--- src/bptc_pkg.sv ---
// Shared types and constants for the barometric compensation block.
// No dependencies; imported by the front, back and top-level modules.

package bptc_pkg;

  localparam int RawW   = 24;
  localparam int CoeffW = 16;
  localparam int DtW    = RawW + 1;
  localparam int TempW  = 19;
  localparam int PressW = 32;
  localparam int IdxW   = 3;

  localparam int TempBase  = 2000;
  localparam int DeepCold  = -1500;

  // configuration register indexes
  localparam logic [IdxW-1:0] REG_SENS       = 3'd0;
  localparam logic [IdxW-1:0] REG_OFFSET     = 3'd1;
  localparam logic [IdxW-1:0] REG_SENS_TEMP  = 3'd2;
  localparam logic [IdxW-1:0] REG_OFFSET_TMP = 3'd3;
  localparam logic [IdxW-1:0] REG_REF_TEMP   = 3'd4;
  localparam logic [IdxW-1:0] REG_TEMP_SLOPE = 3'd5;

  localparam logic [CoeffW-1:0] C1_RST = 16'd40127;
  localparam logic [CoeffW-1:0] C2_RST = 16'd36924;
  localparam logic [CoeffW-1:0] C3_RST = 16'd23317;
  localparam logic [CoeffW-1:0] C4_RST = 16'd23282;
  localparam logic [CoeffW-1:0] C5_RST = 16'd33464;
  localparam logic [CoeffW-1:0] C6_RST = 16'd28312;

  typedef struct packed {
    logic [CoeffW-1:0] c1;
    logic [CoeffW-1:0] c2;
    logic [CoeffW-1:0] c3;
    logic [CoeffW-1:0] c4;
    logic [CoeffW-1:0] c5;
    logic [CoeffW-1:0] c6;
  } bptc_coeff_t;

  // one queued request: raw pressure plus the temperature difference dT
  typedef struct packed {
    logic [RawW-1:0]       d1;
    logic signed [DtW-1:0] dt;
  } bptc_item_t;

endpackage

--- src/bptc_front.sv ---
// Front end: accepts raw conversion pairs, forms dT and queues the request.
// Depends on bptc_pkg for the item and coefficient types.

module bptc_front import bptc_pkg::*; #(
  parameter int QUEUE_DEPTH = 4
) (
  input  logic              clk,
  input  logic              rst_n,
  input  logic              in_valid,
  output logic              in_stall,
  input  logic [RawW-1:0]   in_raw_pressure,
  input  logic [RawW-1:0]   in_raw_temperature,
  input  bptc_coeff_t       coeff,
  output logic              q_valid,
  output bptc_item_t        q_item,
  input  logic              q_pop
);

  localparam int PtrW = (QUEUE_DEPTH > 1) ? $clog2(QUEUE_DEPTH) : 1;
  localparam int CntW = $clog2(QUEUE_DEPTH + 1);

  bptc_item_t      mem_r [QUEUE_DEPTH];
  logic [PtrW-1:0] wr_ptr_r, wr_ptr_nxt;
  logic [PtrW-1:0] rd_ptr_r, rd_ptr_nxt;
  logic [CntW-1:0] count_r, count_nxt;
  logic            push;
  bptc_item_t      new_item;

  assign in_stall = (count_r == CntW'(QUEUE_DEPTH));
  assign push     = in_valid && !in_stall;
  assign q_valid  = (count_r != '0);
  assign q_item   = mem_r[rd_ptr_r];

  // dT = D2 - C5 * 256
  always_comb begin
    new_item.d1 = in_raw_pressure;
    new_item.dt = $signed({1'b0, in_raw_temperature}) - $signed({1'b0, coeff.c5, 8'b0});
  end

  always_comb begin
    wr_ptr_nxt = wr_ptr_r;
    rd_ptr_nxt = rd_ptr_r;
    if (push) begin
      wr_ptr_nxt = (wr_ptr_r == PtrW'(QUEUE_DEPTH - 1)) ? '0 : wr_ptr_r + 1'b1;
    end
    if (q_pop) begin
      rd_ptr_nxt = (rd_ptr_r == PtrW'(QUEUE_DEPTH - 1)) ? '0 : rd_ptr_r + 1'b1;
    end
    case ({push, q_pop})
      2'b10:   count_nxt = count_r + 1'b1;
      2'b01:   count_nxt = count_r - 1'b1;
      default: count_nxt = count_r;
    endcase
  end

  always_ff @(posedge clk) begin
    if (!rst_n) begin
      wr_ptr_r <= '0;
      rd_ptr_r <= '0;
      count_r  <= '0;
    end else begin
      wr_ptr_r <= wr_ptr_nxt;
      rd_ptr_r <= rd_ptr_nxt;
      count_r  <= count_nxt;
    end
  end

  always_ff @(posedge clk) begin
    if (push) begin
      mem_r[wr_ptr_r] <= new_item;
    end
  end

  a_count_bound: assert property (@(posedge clk) disable iff (!rst_n)
    count_r <= CntW'(QUEUE_DEPTH))
    else $error("request queue count above depth");

  a_no_underflow: assert property (@(posedge clk) disable iff (!rst_n)
    q_pop |-> count_r != '0)
    else $error("pop from empty request queue");

  a_count_track: assert property (@(posedge clk) disable iff (!rst_n)
    1'b1 |=> count_r == $past(count_r) + CntW'($past(push)) - CntW'($past(q_pop)))
    else $error("request queue count lost track of push and pop");

endmodule

--- config.mk ---
export PLATFORM = sky130hd
export DESIGN_NAME = bptc_front
export DESIGN_NICKNAME = d
export VERILOG_FILES = /design/src/bptc_pkg.sv /design/src/bptc_front.sv
export SDC_FILE = /design/constraint.sdc
export NUM_CORES = 1
export LEC_CHECK = 0
export BUFFER_PORTS_ARGS = -buffer_cell sky130_fd_sc_hd__buf_4
export CORE_MARGIN = 1.5
export CORE_UTILIZATION = 35
export CTS_CLUSTER_SIZE = 10
export DETAILED_ROUTE_END_ITERATION = 10
export MAX_ROUTING_LAYER = met4
export PLACE_DENSITY = 0.64
export SLEW_MARGIN = 5
export SYNTH_ARGS = -nofsm -noshare
export SYNTH_HDL_FRONTEND = slang
export SYNTH_SLANG_ARGS = --single-unit
--- constraint.sdc ---
create_clock -name clk -period 5 [get_ports clk]
set_input_delay 0 -clock clk [delete_from_list [all_inputs] [get_ports clk]]
set_output_delay 0 -clock clk [all_outputs]
set_load 0.005 [all_outputs]
# After elaboration in Yosys (flattened, before gate mapping)
# Memory sizes are Yosys's and may differ from the RTL's. A register that Yosys moved wholly into a read port is not among the register bits.
# Cells that the tools add are included.
# word_totals
out_inout_bits	51
memories	1
mem_bits_rw	196
input_bits	148
register_bits	7
# op_classes
eq_ne	5
addsub	5
n_mux	7
reduce_logical	4
# memory_table
memory	words	width	rd	rd_ports_with_merged_regs	write_ports	line_no	source
mem_r	4	49	1	1	1	bptc_front.sv:22	bptc_item_t mem_r [QUEUE_DEPTH];
# ops
operator	count
$sub 24x24->25	1
$mux 2	4
$eq 2x2->1 const B	3
$pmux 3 s2	1
$add 2x1->2 const B	2
$add 3x1->3 const B	1
$eq 3x3->1 const B	1
$reduce_bool 3->1	1
$sub 3x1->3 const B	1
$eq 2x1->1 const B	1
$mux 1	2
$reduce_bool 2->1	1
$logic_and 1x1->1	1
$logic_not 1->1	1

# Logic depth before layout (Yosys ltp)
# logic_depth
ltp_word	5
depth_mapped	10

# Least setup slack after synthesis
# OpenSTA, ideal clock, no wires.
# synth_timing
kind	register -> register
from	register count_r[1]
to	memory mem_r[0][0] (netlist bit) (enable)
setup_ns	0.412
required_time_ns	4.588
t_arrival_ns	1.932
slack_ns	2.656
n_path_buf	0
stages_incl_launch_ff	5
path_cell_list	dfxtp_1 > inv_1 > and3_1 > nor2b_4 > and2_1
# synth_between
elab_chain_len	5
# synth_lines
element	line_no	source
start: declaration	bptc_front.sv:25	logic [CntW-1:0] count_r, count_nxt;
start signal: assignment	bptc_front.sv:64	count_r <= count_nxt;
$eq 3x3->1	bptc_front.sv:29	assign in_stall = (count_r == CntW'(QUEUE_DEPTH));
named net in_stall	bptc_front.sv:10	output logic in_stall,
$logic_not 1->1	bptc_front.sv:30	assign push = in_valid && !in_stall;
$logic_and 1x1->1	bptc_front.sv:30	
$mux 1	bptc_front.sv:69	if (push) begin
$mux 1 (not written as such)	bptc_front.sv:70	mem_r[wr_ptr_r] <= new_item;
end: declaration	bptc_front.sv:22	
# The timed path passes the listed nets, and every way through them passes these cells.

==> impl_results.md <==
- Die boundary width: between 150 and 200 um
- Routed via count divided by cell count: 4.855
- Total grt overflow: 0
- Clock transition at the register clock pins on the worst setup and hold paths after CTS: around 60 ps
- Die Ht: around 160 um
- Maximum number of buffers from clock root to sink: 3
- Distinct cell type count after synthesis: between 40 and 50
- Standby leakage power: about 3.8 nW
- Worst supply voltage drop on vdd: around 0.20 mV
- Net count of the finished layout: 784
- Multi-input gate area in the final layout: 2210 sq um
- Depth of the CTS H-tree: 1
- Kind of critical path: primary input to flip-flop
- Synth warnings: 0
- Layout Area Growth over Synthesis: 27.00%
- Clock root buffer: sky130_fd_sc_hd__clkbuf_16
- Number of antenna-violating nets in the routed design: 0
- I/O Pins: 199
- Proportion of synthesized chip area in sequential cells: 0.7161
- Async S/R FF share, synth: 0
- Setup repair after global routing missed its margin: no
- Via count of the first global-routing pass: 4827
- Number of enable flip-flop cells after synthesis: a little under 200
- Required time reported for the critical path endpoint: approximately 5200 ps
- Number of buffers inserted by post-CTS setup repair: 0
- Total power density per cell area: about 390 nW/um^2
- Global-route wire length before repair: around 25000 um
- Final Hold Fails: 0
- Number of buffers created by CTS: 24
- Amount of wire on met2 after detailed routing: 8489 um
- Sum of net half-perimeters after detailed placement: a little over 10000 um
- Max-slew headroom at the worst pin: 0.2944
- Placement Cell Area: ~9700 sq um
- Final count of negative-setup-slack endpoints: 0
- Worst slew pin tran: between 1000 and 1500 ps
- Routed WL: roughly 16000 um
- Critical path endpoint category: flip-flop
- Clock sinks: 205
- Antenna diode count: 0
- Number of max-cap violations: 0
- Clock tree from TritonCTS: built
- Ratio of cells with drive above 1 in the final layout: 0.3349
- Routed wire length on met3: ~950 um
- Drt first pass iters: 4
- Fillcell total: 2016
- Global-route total usage across every layer: 0.1362
- Slack of the worst reg-to-reg path: about 2700 ps
- Prevailing post-synth register cell: sky130_fd_sc_hd__edfxtp_1
- Max Clock Skew: 10.31 ps
- Syn Inst Count: around 440
- Highest Clock Rate: approximately 400 MHz
- Post-layout minimum cycle time: around 2500 ps
- Data arrival time of the critical path: ~2700 ps
- Post-Synthesis Net Count: a little over 600
- Number of cells upsized or downsized after cts: 0
- Later-pin clock latency in the skew report: 500 ps
- PortBufs: ~120
- Type of the most critical hold path: primary input to flip-flop
- Status: completed
- Global placer's final weighted congestion: 0.7485
- Routed met1 length: 6722 um
- Number of antenna violations at the first check in global routing: 0
- Register bit count reported by yosys: between 200 and 250
- Setup total negative slack: 0 ps
- Post-synth design cell area: between 8000 and 9000 sq um
- Final design area excluding fillers: ~11000 sq um
- Highest signal layer in the routed design: met4
- Maximum fanout count along the critical path: 4
- Final clock period utilization by the worst path: 0.5000
- Number of vias in the routed layout: between 4000 and 5000
- Starting density of the core: 0.3587
- Placeable core region: approximately 24000 sq um
- Overall die area: approximately 25000 sq um
- Pin count of the biggest net entering global routing: 50
- Detailed-route DRC error count: 0
- Syn Area/Cell: about 19 sq um
- Startpoint kind of the worst setup timing path: primary input
- First DRT Iteration DRCs: 272
- Placement Rows: 56
- Pins Over Slew Limit: 0
- Wire length per cell: 17.40 um
- Footprint of the flip-flops and latches: approximately 6100 sq um
-- metal layers --
metal  global-route usage  vias to the layer above
met5                    -                        -
met4              0.03694                        0
met3              0.02613                       26
met2               0.2454                      139
met1               0.1546                     2297
li1                     -                     2116
-- cell type report --
| type | instances | area share |
|---|---|---|
| timing repair buffer | 160 | 0.1203 |
| tap | 319 | 0.03710 |
| clock buffer | 37 | 0.06234 |
| sequential | 205 | 0.5643 |
| multi-input combinational | 192 | 0.2054 |
| inverter | 29 | 0.01012 |
| clock inverter | 1 | 0.0004652 |
-- synthesized netlist by cell type (4+ instances only) --
library cell,count,area (sq um)
sky130_fd_sc_hd__edfxtp_1,196,5886
sky130_fd_sc_hd__mux4_2,49,1104
sky130_fd_sc_hd__inv_1,29,108.9
sky130_fd_sc_hd__ha_1,22,275.3
sky130_fd_sc_hd__a21oi_1,13,65.06
sky130_fd_sc_hd__nand2_1,11,41.29
sky130_fd_sc_hd__dfxtp_1,9,180.2
sky130_fd_sc_hd__nor2_1,9,33.78
sky130_fd_sc_hd__and2_1,8,50.05
sky130_fd_sc_hd__buf_2,7,35.03
sky130_fd_sc_hd__o21ai_0,7,35.03
sky130_fd_sc_hd__xnor2_1,7,61.31
sky130_fd_sc_hd__clkbuf_1,6,22.52
sky130_fd_sc_hd__o21a_1,5,37.54
sky130_fd_sc_hd__a21boi_0,4,30.03
sky130_fd_sc_hd__nor3_1,4,20.02
-- sequential cells by signal, summed over array words and instances, names as in the netlist, named ones only --
register,flops
rd_ptr_r,2
wr_ptr_r,2
count_r,3
mem_r,196
-- path summary, 6_finish.rpt --
check / from / end / cells past startpoint
worst min-delay path: in_raw_temperature[8] / mem_r[3][8]$_DFFE_PP_ / 4
worst min register to register: count_r[2]$_SDFFE_PN0P_ / count_r[2]$_SDFFE_PN0P_ / 2
worst max register to register: count_r[1]$_SDFFE_PN0P_ / mem_r[3][3]$_DFFE_PP_ / 5
worst max-delay path: coeff[16] / mem_r[3][20]$_DFFE_PP_ / 9
-- what timing repair did --
action                     in CTS  in global routing
hold endpoints to repair      144                  0
setup endpoints to repair       0                  0
hold buffers                   37                  0
-- report_power, final --
group          switching, mW  internal [mW]  leakage, nW
Sequential            0.0453           2.04         1.87
Combinational          0.278          0.303         1.61
Clock                  0.596          0.908        0.326
-- cells by family (layout without fill, tap and decap cells) --
kind of cell | Yosys count | in the layout | share of synthesized area
AO/OA/AOI/OAI | 52 | 52 | 0.04431
XOR/XNOR | 10 | 10 | 0.01034
adder cells (fa/ha/maj) | 24 | 24 | 0.03722
buffers and inverters | 46 | 227 | 0.02363
flip-flops | 205 | 205 | 0.7161
multiplexers | 51 | 51 | 0.1326
AND/OR/NAND/NOR | 55 | 55 | 0.03575
-- cell usage in the layout, fill, tap and decap left out, drive strengths merged, types with 3 or more instances in the layout --
cell         instances
edfxtp             196
buf                123
mux4                49
dlygate4sd3         37
clkbuf              37
inv                 29
ha                  22
a21oi               13
nand2               11
nor2                 9
dfxtp                9
and2                 8
o21ai                7
xnor2                7
o21a                 5
a21boi               5
nor3                 4
a21o                 4
nor2b                4
and3                 3
nand3                3
a211oi               3
nand3b               3
xor2                 3
or3                  3
-- per-stage QoR --
step	hold WS, ps	instances	total power [mW]	util	worst slack (ps)
after floorplan	98.87	443	2.414	-	2656
after global placement	199.3	868	2.655	0.4113	2694
after detailed placement	206.1	868	2.686	0.4113	2579
after CTS	5.569	943	4.224	0.4556	2505
after global routing	56.93	943	4.345	0.4556	2396
final	30.51	943	4.167	0.4556	2500
-- worst max-delay path, cell delays in order --
cell,delay [ps]
sky130_fd_sc_hd__dlygate4sd3_1,530
sky130_fd_sc_hd__buf_4,130
sky130_fd_sc_hd__ha_1,200
sky130_fd_sc_hd__fa_1,400
sky130_fd_sc_hd__and2b_1,230
sky130_fd_sc_hd__o2111ai_1,150
sky130_fd_sc_hd__a211oi_1,530
sky130_fd_sc_hd__nor3_1,150
sky130_fd_sc_hd__xnor2_1,410
No activity file was read; power rests on OpenSTA's default activity.
